==> src/design/melody_tone_sequencer_defines.svh <==
// Assertion macros used by the melody tone sequencer top module.
// No dependencies; included by the files that carry assertions.
`ifndef MELODY_TONE_SEQUENCER_DEFINES_SVH
`define MELODY_TONE_SEQUENCER_DEFINES_SVH

// Same-cycle implication, disabled while in reset
`define MTS_ASSERT_IMPL(label, clk, rst_n, ante, cons) \
    label: assert property (@(posedge clk) disable iff (!rst_n) (ante) |-> (cons)) \
        else $error("mts assertion failed");

// Next-cycle implication, disabled while in reset
`define MTS_ASSERT_NEXT(label, clk, rst_n, ante, cons) \
    label: assert property (@(posedge clk) disable iff (!rst_n) (ante) |=> (cons)) \
        else $error("mts assertion failed");

`endif

==> src/design/mts_ram.sv <==
// Generic single-write, single-read RAM with registered read data.
// No dependencies; holds the score entries.
module mts_ram #(
    parameter int WIDTH = 16,
    parameter int DEPTH = 256
) (
    input  logic                     clk,
    input  logic                     we,
    input  logic [$clog2(DEPTH)-1:0] waddr,
    input  logic [WIDTH-1:0]         wdata,
    input  logic [$clog2(DEPTH)-1:0] raddr,
    output logic [WIDTH-1:0]         rdata
);

    logic [WIDTH-1:0] mem [DEPTH];

    // Write port
    always_ff @(posedge clk)
    begin
        if (we)
        begin
            mem[waddr] <= wdata;
        end
    end

    // Registered read; returns old data on a same-address write
    always_ff @(posedge clk)
    begin
        rdata <= mem[raddr];
    end

endmodule

==> config.mk <==
export PLATFORM = sky130hd
export DESIGN_NAME = mts_ram
export DESIGN_NICKNAME = d
export VERILOG_FILES = /design/src/design/melody_tone_sequencer_defines.svh /design/src/design/mts_ram.sv
export SDC_FILE = /design/constraint.sdc
export NUM_CORES = 2
export LEC_CHECK = 0
export ABC_CLOCK_PERIOD_IN_PS = 6450
export BUFFER_PORTS_ARGS = -buffer_cell sky130_fd_sc_hd__buf_2
export CAP_MARGIN = 20
export CORE_MARGIN = 5
export CORE_UTILIZATION = 37
export DETAILED_ROUTE_END_ITERATION = 8
export GPL_TIMING_DRIVEN = 1
export SYNTH_ARGS = -nofsm -noshare
export SYNTH_HDL_FRONTEND = slang
export SYNTH_SLANG_ARGS = --single-unit
==> constraint.sdc <==
create_clock -name clk -period 6.45 [get_ports clk]
set_clock_uncertainty 0.2 [all_clocks]
set_input_delay 0.9675 -clock clk [delete_from_list [all_inputs] [get_ports clk]]
set_output_delay 0.9675 -clock clk [all_outputs]
set_load 0.05 [all_outputs]
==> results_dict.tcl <==
set metrics [dict create \
    fmax_mhz 238 \
    ys_warn_count 0 \
    rsz0062_at_grt "false" \
    grt_usage_pct 18.9 \
    crit_fanout 70 \
    synthFlopType "edfxtp_1" \
    p_per_area_nw_per_um2 305 \
    drt_pass1_iterations 6 \
    placedCellCount 13100 \
    p_comb_share_pct 5.1 \
    peakVddDrop_uv 220 \
    synth_edf_count 4096 \
    io_buffers 49 \
    ctsResizeCount 0 \
    synth_area_um2 159000 \
    worstPathArrival_ns 4.77 \
    post-route-drc-count 0 \
    cts_buffers 395 \
    maxCapViolCount 0 \
    ctsLongestPathBuffers 4 \
    ys_ff_latch 4112 \
    drive_gt1_share_pct 24.5 \
    grt_pass1_vias 78100 \
    slowest_delay_ns 0.68 \
    drt_wl_total_um 429000 \
    finish.utilization_pct 42.2 \
    r2r_cells 6 \
    drt_iter0_markers 9890 \
    cts_tree "done" \
    num_io_pins 50 \
    hp-class "in -> reg" \
    reg2reg_slack_ns 3.00 \
    ant_nets 0 \
    grt_pass1_wl_um 605000 \
    r2r-start "mem[139][7]$_DFFE_PP_" \
    p_leak_nw 56.4 \
    post-route-period-util_pct 65.2 \
    core_area_um2 427000 \
    gp_congestion 0.861 \
    cp_slowest_cell "o32ai_1" \
    sw_frac_of_total_pct 21.3 \
    wire_per_inst_um 31.1 \
    syn2layout_area_growth_pct 13.6 \
    clockPowerShare_pct 41.3 \
    start_util_pct 37.1 \
    antenna_found_initial 20 \
    yosysTopAreaCell "edfxtp_1" \
    fin_cells 13800 \
    crit_chain "buf_12, buf_12, buf_4, mux4_2, mux2_2, a22oi_1, nand2_1, o32ai_1, buf_4, nor4_1" \
    final.min_clock_period_ns 4.20 \
    r2r-end "rdata[7]$_DFF_P_" \
    fin_nets 7808 \
    ys_seq_area_share_pct 77.7 \
    hold_depth 1 \
    die-height_um 665 \
    synth_nets 7394 \
    synth.avg_cell_area_um2 21.6 \
    synthTopCellsByArea "edfxtp_1 77%, mux4_2 11%, mux2i_1 3.6%, o221ai_1 1.4%, nor2_1 0.72%" \
    holdPathEnd "mem[99][3]$_DFFE_PP_" \
    clk_latency_ns 0.94 \
    finalPower_w 0.0551 \
    worstMarginPinSlew_ns 1.38 \
    fill_cells 36500 \
    die_area_um2 442000 \
    ys_types 52 \
    seqPwrFrac_pct 53.6 \
    maxSlewHeadroom_pct 7.89 \
    internal_power_w 0.0434 \
    hp-start "wdata[3]" \
    synthArstFlopShare_pct 0 \
    crit_path_end_kind "register" \
    grt_max_degree 201 \
    tns_ns 0 \
    rows 240 \
    hpwl_um 257000 \
    cts_setup_buffers 0 \
    final-hold-violation-count 0 \
    status "completed" \
    cts_max_level 5 \
    multiInputGateArea_um2 32900 \
    setup_viol 0 \
    grt_remaining_overflow 0 \
    clkSinkCount 4112 \
    synth_top_area_share_pct 77.5 \
    viasPerCell 5.70 \
    final_max_slew_viol_count 0 \
    syn_inst 7360 \
    crit_type "in -> reg" \
    p_switching_w 0.0117 \
    path_clk_slew_ns 0.06 \
    cp-start-kind "primary input" \
    cts_hold_buf 0 \
    vias 78700 \
    die_w_um 665 \
    critPathRequiredTime_ns 7.02 \
    cts-root-buf "clkbuf_16" \
    regArea_um2 123000 \
]
## registers in the layout, summed over array words and instances, names as in the netlist
| signal | cells |
|---|---|
| mem | 4096 |
| rdata | 16 |
## cell usage in the layout, fill, tap and decap left out, types with 11 or more instances in the layout
cell,count
mux2_2,88
nor2_1,261
edfxtp_1,4096
buf_2,29
and3_1,11
nor3_1,90
o221ai_1,252
clkbuf_16,404
mux4_2,797
a211oi_1,18
clkinv_1,76
diode_2,19
o32ai_1,19
buf_8,27
a221oi_1,28
a21oi_1,175
nand2_1,37
clkinvlp_4,14
o21ai_0,37
bufinv_16,36
clkinv_2,82
nand3_1,26
nand4_1,26
mux2i_1,565
nor2_2,43
a22o_1,32
o31ai_1,16
a22oi_1,43
clkbuf_1,82
buf_4,355
dfxtp_1,16
o22ai_1,148
buf_12,52
nor4_1,17
## worst max-delay path, delay by kind of cell
family / cells / cell delay, ns
buf+inv: 4 / 1.50
compound gates: 2 / 0.97
mux: 2 / 0.84
simple gates: 2 / 0.33
## final cells by class
class	instances	share of cell area, %
clock inverter	228	1.17
antenna	19	0.0264
timing repair buffer	469	2.41
multi-input combinational	2792	18.3
tap	5687	3.95
inverter	4	0.0153
clock buffer	491	5.81
sequential	4112	68.4
## worst max-delay path by stage
stage             start               endpoint  slack (ns)  cells after the start
2_1_floorplan  waddr[3]  mem[235][0]$_DFFE_PP_        3.12                      6
3_3_place_gp   raddr[0]       rdata[1]$_DFF_P_        1.07                      8
3_5_place_dp   raddr[0]      rdata[15]$_DFF_P_        1.20                     10
4_1_cts        raddr[0]      rdata[15]$_DFF_P_        2.18                     10
5_1_grt        raddr[0]      rdata[15]$_DFF_P_        2.11                     10
6_report       raddr[0]      rdata[15]$_DFF_P_        2.25                     10
## per-layer routing
| layer | vias up | global-route usage, % | share of wire [%] |
|---|---|---|---|
| met5 | - | 0 | 0.0030 |
| met4 | 2 | 7.41 | 4.4 |
| met3 | 670 | 3.14 | 8.1 |
| met2 | 3777 | 30.7 | 48 |
| met1 | 42100 | 25.6 | 39 |
| li1 | 32100 | - | - |
## synthesized netlist by cell type (35+ instances only)
cell,n
a22oi_1,43
o221ai_1,252
mux2i_1,565
a21oi_1,175
clkbuf_1,230
nand2_1,38
nor3_1,92
nand3_1,35
buf_6,77
o22ai_1,148
buf_2,76
nor2_1,304
mux2_2,88
o21ai_0,37
mux4_2,797
edfxtp_1,4096
## metrics by stage
step | hold WS [ns] | setup WS (ns) | cell area (um^2)
finish | 0.326 | 2.25 | 180000
global route | 0.303 | 2.11 | 180000
CTS | 0.241 | 2.18 | 180000
floorplan | 0.654 | 3.12 | 159000
global placement | 0.877 | 1.07 | 167000
detailed placement | 0.887 | 1.20 | 168000
## power groups by stage
| stage | Sequential (W) | Clock, W | Combinational, W |
|---|---|---|---|
| 2_1_floorplan | 0.0301 | 0 | 0.00145 |
| 3_3_place_gp | 0.0301 | 0 | 0.00278 |
| 3_5_place_dp | 0.0301 | 0 | 0.00283 |
| 4_1_cts | 0.0295 | 0.0231 | 0.00283 |
| 5_1_grt | 0.0295 | 0.0242 | 0.00294 |
| 6_report | 0.0295 | 0.0228 | 0.00281 |
## logic make-up after synthesis
kind of cell	synth area share (%)
buffers and inverters	1.69
muxes	15.5
and+or+nand+nor	1.57
DFF	77.7
AOI/OAI and AO/OA	3.54
Power figures use the tool's default switching activity.
