<file path="src/design/melody_tone_sequencer_defines.svh">
// Assertion macros used by the melody tone sequencer top module.
// No dependencies; included by the files that carry assertions.
`ifndef MELODY_TONE_SEQUENCER_DEFINES_SVH
`define MELODY_TONE_SEQUENCER_DEFINES_SVH

// Same-cycle implication, disabled while in reset
`define MTS_ASSERT_IMPL(label, clk, rst_n, ante, cons) \
    label: assert property (@(posedge clk) disable iff (!rst_n) (ante) |-> (cons)) \
        else $error("mts assertion failed");

// Next-cycle implication, disabled while in reset
`define MTS_ASSERT_NEXT(label, clk, rst_n, ante, cons) \
    label: assert property (@(posedge clk) disable iff (!rst_n) (ante) |=> (cons)) \
        else $error("mts assertion failed");

`endif

</file>
<file path="src/design/mts_pkg.sv">
// Types, constants and the pitch table of the melody tone sequencer.
// No dependencies; used by mts_step, melody_tone_sequencer and the testbench.
package mts_pkg;

    localparam int DEFAULT_SCORE_DEPTH = 256;
    localparam int DEFAULT_NOTE_COUNT  = 61;
    localparam int ENTRY_WIDTH         = 16;

    localparam logic [7:0]  END_MARK          = 8'hFF;
    localparam logic [15:0] CYCLES_PER_MS_RST = 16'd1000;
    localparam logic [15:0] UNIT_MS_RST       = 16'd250;
    localparam logic [7:0]  GAP_MS_RST        = 8'd5;

    // Input command codes
    typedef enum logic [2:0] {
        OP_TICK    = 3'd0,
        OP_RESTART = 3'd1,
        OP_PAUSE   = 3'd2,
        OP_RESUME  = 3'd3,
        OP_LOAD    = 3'd4
    } op_t;

    // Configuration register indexes
    typedef enum logic [1:0] {
        CFG_CYCLES_PER_MS = 2'd0,
        CFG_UNIT_MS       = 2'd1,
        CFG_GAP_MS        = 2'd2
    } cfg_index_t;

    typedef enum logic [1:0] {
        PH_START = 2'd0,
        PH_NOTE  = 2'd1,
        PH_GAP   = 2'd2
    } phase_t;

    typedef struct packed {
        logic [2:0] op;
        logic [7:0] load_addr;
        logic [7:0] load_note;
        logic [7:0] load_length;
    } in_word_t;

    typedef struct packed {
        logic       buzzer;
        logic       tone_on;
        logic [7:0] position;
        logic       finished;
    } out_word_t;

    typedef struct packed {
        logic [15:0] cycles_per_ms;
        logic [15:0] unit_ms;
        logic [7:0]  gap_ms;
    } cfg_t;

    // Playback state carried between words
    typedef struct packed {
        logic [7:0]  pos;
        logic [5:0]  note_sel;
        logic [15:0] half_cnt;
        logic [15:0] ms_cyc;
        logic [15:0] ms_cnt;
        logic [7:0]  unit_cnt;
        phase_t      phase;
        logic        paused;
        logic        wave;
        logic        ended;
    } play_t;

    // Timer reload values per pitch code; code 0 and codes past 60 never toggle
    localparam logic [15:0] RELOAD_TABLE [64] = '{
        16'd0,     16'd61719, 16'd61939, 16'd62135, 16'd62331, 16'd62506,
        16'd62679, 16'd62833, 16'd62985, 16'd63132, 16'd63263, 16'd63390,
        16'd63512, 16'd63628, 16'd63731, 16'd63835, 16'd63928, 16'd64021,
        16'd64103, 16'd64185, 16'd64260, 16'd64331, 16'd64400, 16'd64463,
        16'd64524, 16'd64580, 16'd64633, 16'd64684, 16'd64732, 16'd64777,
        16'd64820, 16'd64860, 16'd64898, 16'd64934, 16'd64968, 16'd65000,
        16'd65030, 16'd65058, 16'd65085, 16'd65110, 16'd65134, 16'd65157,
        16'd65178, 16'd65198, 16'd65217, 16'd65235, 16'd65252, 16'd65268,
        16'd65283, 16'd65297, 16'd65310, 16'd65323, 16'd65335, 16'd65346,
        16'd65357, 16'd65367, 16'd65377, 16'd65385, 16'd65394, 16'd65402,
        16'd65409, 16'd0,     16'd0,     16'd0
    };

    // Half period in ticks: 65536 minus the reload value
    function automatic logic [16:0] half_period(logic [5:0] sel);
        half_period = 17'h10000 - {1'b0, RELOAD_TABLE[sel]};
    endfunction

endpackage

</file>
<file path="src/design/mts_step.sv">
// Next playback state for one accepted word: tone, millisecond and unit timers.
// Depends on mts_pkg.
module mts_step #(
    parameter int NOTE_COUNT = mts_pkg::DEFAULT_NOTE_COUNT
) (
    input  mts_pkg::play_t    play,
    input  mts_pkg::cfg_t     cfg,
    input  mts_pkg::in_word_t word,
    input  logic [15:0]       entry,
    output mts_pkg::play_t    play_next
);
    import mts_pkg::*;

    logic [16:0] hp;
    logic [15:0] half_inc;
    logic [15:0] ms_cyc_inc;
    logic        ms_done;
    logic [15:0] ms_inc;
    logic [7:0]  unit_inc;
    logic [7:0]  entry_note;
    logic [7:0]  entry_len;

    // Shared increments and compares
    always_comb
    begin
        hp         = half_period(play.note_sel);
        half_inc   = play.half_cnt + 16'd1;
        ms_cyc_inc = play.ms_cyc + 16'd1;
        ms_done    = (ms_cyc_inc >= cfg.cycles_per_ms) || (ms_cyc_inc == 16'd0);
        ms_inc     = play.ms_cnt + 16'd1;
        unit_inc   = play.unit_cnt + 8'd1;
        entry_note = entry[15:8];
        entry_len  = entry[7:0];
    end

    // Command decode and timer sequencing
    always_comb
    begin
        play_next = play;
        case (word.op)
            OP_TICK:
            begin
                if (!play.ended && !play.paused)
                begin
                    case (play.phase)
                        PH_START:
                        begin
                            if (entry_note == END_MARK)
                            begin
                                play_next.ended = 1'b1;
                            end
                            else
                            begin
                                // unknown codes play as a rest
                                play_next.note_sel = (32'(entry_note) < NOTE_COUNT &&
                                                      entry_note < 8'd64) ?
                                                     entry_note[5:0] : 6'd0;
                                play_next.half_cnt = 16'd0;
                                play_next.ms_cyc   = 16'd0;
                                play_next.ms_cnt   = 16'd0;
                                play_next.unit_cnt = 8'd0;
                                play_next.phase    = (entry_len == 8'd0) ? PH_GAP : PH_NOTE;
                            end
                        end
                        PH_NOTE:
                        begin
                            // square wave, not for a rest
                            if (play.note_sel != 6'd0)
                            begin
                                if ({1'b0, half_inc} >= hp)
                                begin
                                    play_next.half_cnt = 16'd0;
                                    play_next.wave     = ~play.wave;
                                end
                                else
                                begin
                                    play_next.half_cnt = half_inc;
                                end
                            end
                            // note duration
                            if (ms_done)
                            begin
                                play_next.ms_cyc = 16'd0;
                                if (ms_inc >= cfg.unit_ms || ms_inc == 16'd0)
                                begin
                                    play_next.ms_cnt   = 16'd0;
                                    play_next.unit_cnt = unit_inc;
                                    if (unit_inc >= entry_len)
                                    begin
                                        play_next.half_cnt = 16'd0;
                                        play_next.unit_cnt = 8'd0;
                                        play_next.phase    = PH_GAP;
                                    end
                                end
                                else
                                begin
                                    play_next.ms_cnt = ms_inc;
                                end
                            end
                            else
                            begin
                                play_next.ms_cyc = ms_cyc_inc;
                            end
                        end
                        default:
                        begin
                            // silent gap, then the next entry
                            if (play.ms_cnt >= {8'd0, cfg.gap_ms})
                            begin
                                play_next.half_cnt = 16'd0;
                                play_next.ms_cyc   = 16'd0;
                                play_next.ms_cnt   = 16'd0;
                                play_next.unit_cnt = 8'd0;
                                play_next.pos      = play.pos + 8'd1;
                                play_next.phase    = PH_START;
                            end
                            else if (ms_done)
                            begin
                                play_next.ms_cyc = 16'd0;
                                play_next.ms_cnt = ms_inc;
                            end
                            else
                            begin
                                play_next.ms_cyc = ms_cyc_inc;
                            end
                        end
                    endcase
                end
            end
            OP_RESTART:
            begin
                if (!play.ended && !play.paused)
                begin
                    play_next.pos      = 8'd0;
                    play_next.note_sel = 6'd0;
                    play_next.half_cnt = 16'd0;
                    play_next.ms_cyc   = 16'd0;
                    play_next.ms_cnt   = 16'd0;
                    play_next.unit_cnt = 8'd0;
                    play_next.phase    = PH_START;
                end
            end
            OP_PAUSE:
            begin
                if (!play.ended)
                begin
                    play_next.paused = 1'b1;
                end
            end
            OP_RESUME:
            begin
                if (!play.ended)
                begin
                    play_next.paused = 1'b0;
                end
            end
            default:
            begin
                // load is handled by the score memory; other codes are no-ops
                play_next = play;
            end
        endcase
    end

endmodule

</file>
<file path="config.mk">
export PLATFORM = sky130hd
export DESIGN_NAME = mts_step
export DESIGN_NICKNAME = d
export VERILOG_FILES = /design/src/design/melody_tone_sequencer_defines.svh /design/src/design/mts_pkg.sv /design/src/design/mts_step.sv
export SDC_FILE = /design/constraint.sdc
export NUM_CORES = 1
export LEC_CHECK = 0
export BUFFER_PORTS_ARGS = -buffer_cell sky130_fd_sc_hd__buf_2
export CORE_UTILIZATION = 50
export DETAILED_ROUTE_END_ITERATION = 8
export PLACE_DENSITY = 0.81
export SLEW_MARGIN = 20
export SYNTH_ARGS = -nofsm -noshare
export SYNTH_HDL_FRONTEND = slang
export SYNTH_SLANG_ARGS = --single-unit
</file>
<file path="constraint.sdc">
create_clock -name vclk -period 12.4
set_clock_uncertainty 0.1 [all_clocks]
set_input_delay 3.72 -clock vclk [all_inputs]
set_output_delay 3.72 -clock vclk [all_outputs]
set_load 0.02 [all_outputs]
</file>
==> out/qor.txt, run 1 <==
outcome: finished, final reports clean
vias: 7328
Period minus WS final: 12.00 ns
CP max stage delay: 0.54 ns
Max stage delay cell, worst path: mux4_2
global-route wire length before repair: 30100 µm
Yosys cell types: 80
worst-path fanout max: 5
Peak Freq: 83.3 MHz
CTS resizes: 0
share of layout cells above drive strength 1: 25.9%
yosys warns: 0
most frequent cell after synthesis: nand2_1
pin count of the biggest net entering global routing: 33
P_leak: 3.50 nW
Detail Placement HPWL: 15500 µm
RSZ-0062 raised after global routing: no
I/O pins: 233
mapped cell area: 5720 µm²
I/O Buffers: 209
1st-pass router iterations: 5
starting DRC count in detailed routing: 487
ranking of synthesized cells by area: ha_1, nand2_1, a21oi_1, o21ai_0, inv_1
Layout area overhead: 22.3%
pwr/cell area: 36.7 nW/µm²
filler instances: 1048
sequential share of the synthesized area: 0%
post-synthesis average cell area: 6.43 µm²
initial antenna violation count: 0
DRT antenna net count: 0
DRC viols: 0
share of the synthesized area in the top cell type: 16.8%
Post-CTS Setup Inserts: 0
grt ovf: 0
CP bufs+invs: 6
fin nets: 1320
routed vias/inst: 5.99
hold_buf cts: 0
number of global-route vias before repair: 6498
Switching Fraction: 58.9%
CP Launch Type: primary input
sequential cells: 0
Fin. Hold Viols: 0
Synth top cells by count: nand2_1, ha_1, inv_1
Peak VDD IR: 0.0259 mV
CORE AREA: 11000 µm²
worst path required time: 8.58 ns
antenna fix cells: 0
crit path capture type: output port
Post-Syn Nets: 1125
die area: 11900 µm²
routability cong.: 0.980
Layout clock buffers: 0
setup TNS: 0 ns
Worst-Margin Slew: 0.742 ns
WL/cell: 15.2 µm
Power Internal: 0.105 mW
FP Rows: 38
PnR Total Power: 0.257 mW
Sequential Area: 0 µm²
Final period util: 96.8%
Syn Inst Count: 890
die height: 109 µm
sw power: 0.151 mW
Clock Power Share: 0%
combinational fraction of design power: 100.0%
GRT Total Usage: 30.7%
sequential group share of total power: 0%
width of the chip: 109 µm
Synth area leader: ha_1
drt total wl: 18600 µm
max cap viols: 0
Crit Path Class: primary input to output port
Slew Limit Headroom: 50.2%
fin util: 63.7%
crit path DAT: 8.18 ns
Max Slew Vio Count: 0
Starting Density: 52.1%
final setup vio count: 0
Top delay family on crit path: simple AND/OR/NAND/NOR gates
hold crit path type: primary input to output port
-- final timing paths --
check,from,end,cells past startpoint
hold / removal,play[1],play_next[1],3
setup / recovery,play[61],play_next[51],25
-- cells in the final DEF, fill, tap and decap left out, types with 7 or more instances in the layout --
cell type and count:
buf_2 209, nand2_1 111, ha_1 75, inv_1 68, a21oi_1 62, o21ai_0 60
nor2_1 51, buf_4 30, xor2_1 27, nand3_1 27, nor3_1 26, xnor2_1 25
nand2b_1 24, a22o_1 22, o21ai_1 19, a21o_1 18, nor2b_1 17, nand4_1 15
and3_1 15, nor4_1 12, a211oi_1 11, or3_1 9, or2_2 8, o22ai_1 8
o31ai_1 8, o211ai_1 8, and2_1 7, a22oi_1 7
-- power by group through the flow --
stage               logic [mW]  clock network, mW  registers (mW)
detailed placement       0.252                  0               0
finish                   0.257                  0               0
CTS                      0.253                  0               0
floorplan                0.164                  0               0
global placement         0.247                  0               0
global route             0.286                  0               0
-- area by class of cell --
type	instances	area, µm²	area share (%)
multi-input combinational	772	5260	75.2
timing repair buffer	240	1290	18.5
inverter	71	267	3.81
tap	140	175	2.50
-- per-stage QoR --
step	std cells	area (µm²)	setup WS [ns]	hold WS (ns)
final	1223	7000	0.399	7.63
after global routing	1223	7000	0.00399	7.65
after CTS	1223	6980	0.276	7.63
after detailed placement	1223	6980	0.283	7.63
after global placement	1223	6980	0.412	7.63
after floorplan	890	5720	0.273	7.48
-- cells by family after synthesis --
kind of cell               after synthesis  synth area share [%]
muxes                                   10                  2.10
buffers and inverters                  118                  8.42
xor gates and xnor gates                52                  7.96
adders and majority gates               77                  16.8
AOI/OAI and AO/OA                      287                  33.7
and+or+nand+nor                        346                  31.0
-- per-layer routing --
metal	global-route usage [%]	part of all wire (%)
met5	0	0
met4	8.20	3.0
met3	1.49	6.7
met2	51.8	45
met1	42.3	45
(Power assumes the default switching activity.)
==> inputs of run 2 (changes only) <==
--- a/config.mk
+++ b/config.mk
@@ -5,10 +5,12 @@
 export SDC_FILE = /design/constraint.sdc
 export NUM_CORES = 1
 export LEC_CHECK = 0
+export ABC_AREA = 1
 export BUFFER_PORTS_ARGS = -buffer_cell sky130_fd_sc_hd__buf_2
 export CORE_UTILIZATION = 50
 export DETAILED_ROUTE_END_ITERATION = 8
-export PLACE_DENSITY = 0.81
+export PLACE_DENSITY = 0.79
+export SKIP_LAST_GASP = 1
 export SLEW_MARGIN = 20
 export SYNTH_ARGS = -nofsm -noshare
 export SYNTH_HDL_FRONTEND = slang
==> run 2 against run 1 <==
  * Die area is 17% higher
  * Final cell count grew 38%
  * Critical path depth is 11 higher
==> out/qor.txt, run 2 <==
RSZ-0062 raised after global routing: no
CP Launch Type: primary input
drt total wl: 23500 µm
most frequent cells in the layout: nand2_1, inv_1, buf_2
hold_buf cts: 0
CORE AREA: 12900 µm²
ranking of synthesized cells by area: nand2_1, ha_1, inv_1, o21ai_0, nand3_1
I/O Buffers: 209
antenna fix cells: 0
fin nets: 1749
sequential group share of total power: 0%
I/O pins: 233
final setup vio count: 0
Worst-Margin Slew: 1.02 ns
Max stage delay cell, worst path: ha_1
Yosys cell types: 42
Detail Placement HPWL: 19000 µm
Layout clock buffers: 0
yosys warns: 0
hold crit path type: primary input to output port
Finished Cell Area: 7860 µm²
GRT Total Usage: 32.3%
most frequent cell after synthesis: nand2_1
fin util: 61.0%
outcome: finished, final reports clean
Peak VDD IR: 0.0316 mV
commonest non-fill, non-tap cell in the layout: nand2_1
share of the synthesized area in the top cell type: 24.6%
sw power: 0.194 mW
CP max stage delay: 0.27 ns
die height: 118 µm
vias: 9186
Max Slew Vio Count: 0
DRT antenna net count: 0
Period minus WS final: 11.97 ns
worst path required time: 8.58 ns
setup TNS: 0 ns
Synth area leader: nand2_1
initial antenna violation count: 0
Syn Inst Count: 1336
hold depth: 3
CP dominant cell by count: nand2_1
Slew Limit Headroom: 32.0%
routed vias/inst: 5.45
mapped cell area: 6720 µm²
Fin. Hold Viols: 0
global-route wire length before repair: 38200 µm
Final period util: 96.5%
Worst Hold Launch: play[1]
number of global-route vias before repair: 8304
share of layout cells above drive strength 1: 16.7%
max cap viols: 0
pin count of the biggest net entering global routing: 47
crit path DAT: 8.15 ns
DRC viols: 0
sequential cells: 0
combinational fraction of design power: 100.0%
post-synthesis average cell area: 5.03 µm²
P_leak: 4.53 nW
sequential share of the synthesized area: 0%
WL/cell: 14.0 µm
starting DRC count in detailed routing: 907
FP Rows: 41
1st-pass router iterations: 5
Synth top cells by count: nand2_1, inv_1, o21ai_0
Hold Path End: play_next[1]
grt ovf: 0
die area: 13900 µm²
Clock Power Share: 0%
hold slack: 7.63 ns
Layout area overhead: 16.8%
pwr/cell area: 37.4 nW/µm²
crit path capture type: output port
Post-Syn Nets: 1571
Placement Cell Area: 7840 µm²
Starting Density: 52.2%
Peak Freq: 83.6 MHz
Switching Fraction: 66.0%
Sequential Area: 0 µm²
worst-path fanout max: 17
width of the chip: 118 µm
Power Internal: 0.0999 mW
routability cong.: 0.970
Crit Path Class: primary input to output port
[run 2: cell types whose count changed after synthesis, moves of 17 or more]
| cell | delta |
|---|---|
| nor2_1 | +47 |
| xnor2_1 | -20 |
| inv_1 | +144 |
| o21ai_0 | +49 |
| nand2b_1 | -24 |
| nand3_1 | +59 |
| nand2_1 | +330 |
| a22o_1 | -22 |
| nor2b_1 | -17 |
[run 2: timing repair]
action | CTS | global route
resized for setup | 0 | 3
setup endpoints to repair | 0 | 17
endpoints found under the hold margin | 0 | 0
setup buffers | 0 | 0
[run 2: logic make-up after synthesis]
kind of cell / count (synthesis) / share of synthesized area (%)
adders and majority gates: 77 / 14.3
buffers and inverters: 262 / 15.4
AOI/OAI and AO/OA: 266 / 22.3
and+or+nand+nor: 700 / 43.9
xor gates and xnor gates: 31 / 4.04
[run 2: layout make-up]
type / instances / area, µm²
Multi-Input combinational cell: 1074 / 5700
Fill cell: 1341 / 5020
Timing Repair Buffer: 216 / 1100
Inverter: 222 / 840
Tap cell: 172 / 215
[run 2: worst max path at each step]
stage / start / to / slack, ns
CTS: play[61] / play_next[45] / 0.26
detailed placement: play[61] / play_next[45] / 0.26
floorplan: play[62] / play_next[45] / 1.24
global route: play[61] / play_next[58] / 0.03
global placement: play[61] / play_next[45] / 0.36
finish: play[61] / play_next[45] / 0.43
[run 2: power by group through the flow]
stage | Sequential [mW] | Combinational [mW] | Clock [mW]
after floorplan | 0 | 0.198 | 0
after detailed placement | 0 | 0.288 | 0
final | 0 | 0.294 | 0
after global placement | 0 | 0.284 | 0
after global routing | 0 | 0.330 | 0
after CTS | 0 | 0.289 | 0
[run 2: per-stage QoR]
| stage | cells | power [mW] | setup WS [ns] |
|---|---|---|---|
| after floorplan | 1336 | 0.198 | 1.24 |
| after global placement | 1684 | 0.284 | 0.358 |
| after detailed placement | 1684 | 0.288 | 0.264 |
| after CTS | 1684 | 0.289 | 0.257 |
| after global routing | 1684 | 0.330 | 0.0296 |
| final | 1684 | 0.294 | 0.433 |
[run 2: critical path, delay by kind of cell]
family / cells / cell delay (ns)
buffers and inverters: 7 / 0.81
AO/OA/AOI/OAI: 6 / 0.80
adder cells (fa/ha/maj): 3 / 0.70
AND/OR/NAND/NOR: 20 / 2.11
[run 2: layer usage]
layer	global-route usage, %	wire length (µm)	share of wire [%]
met5	0	0	0
met4	10.8	684	2.9
met3	2.23	1940	8.2
met2	55.5	10600	45
met1	42.5	10300	44
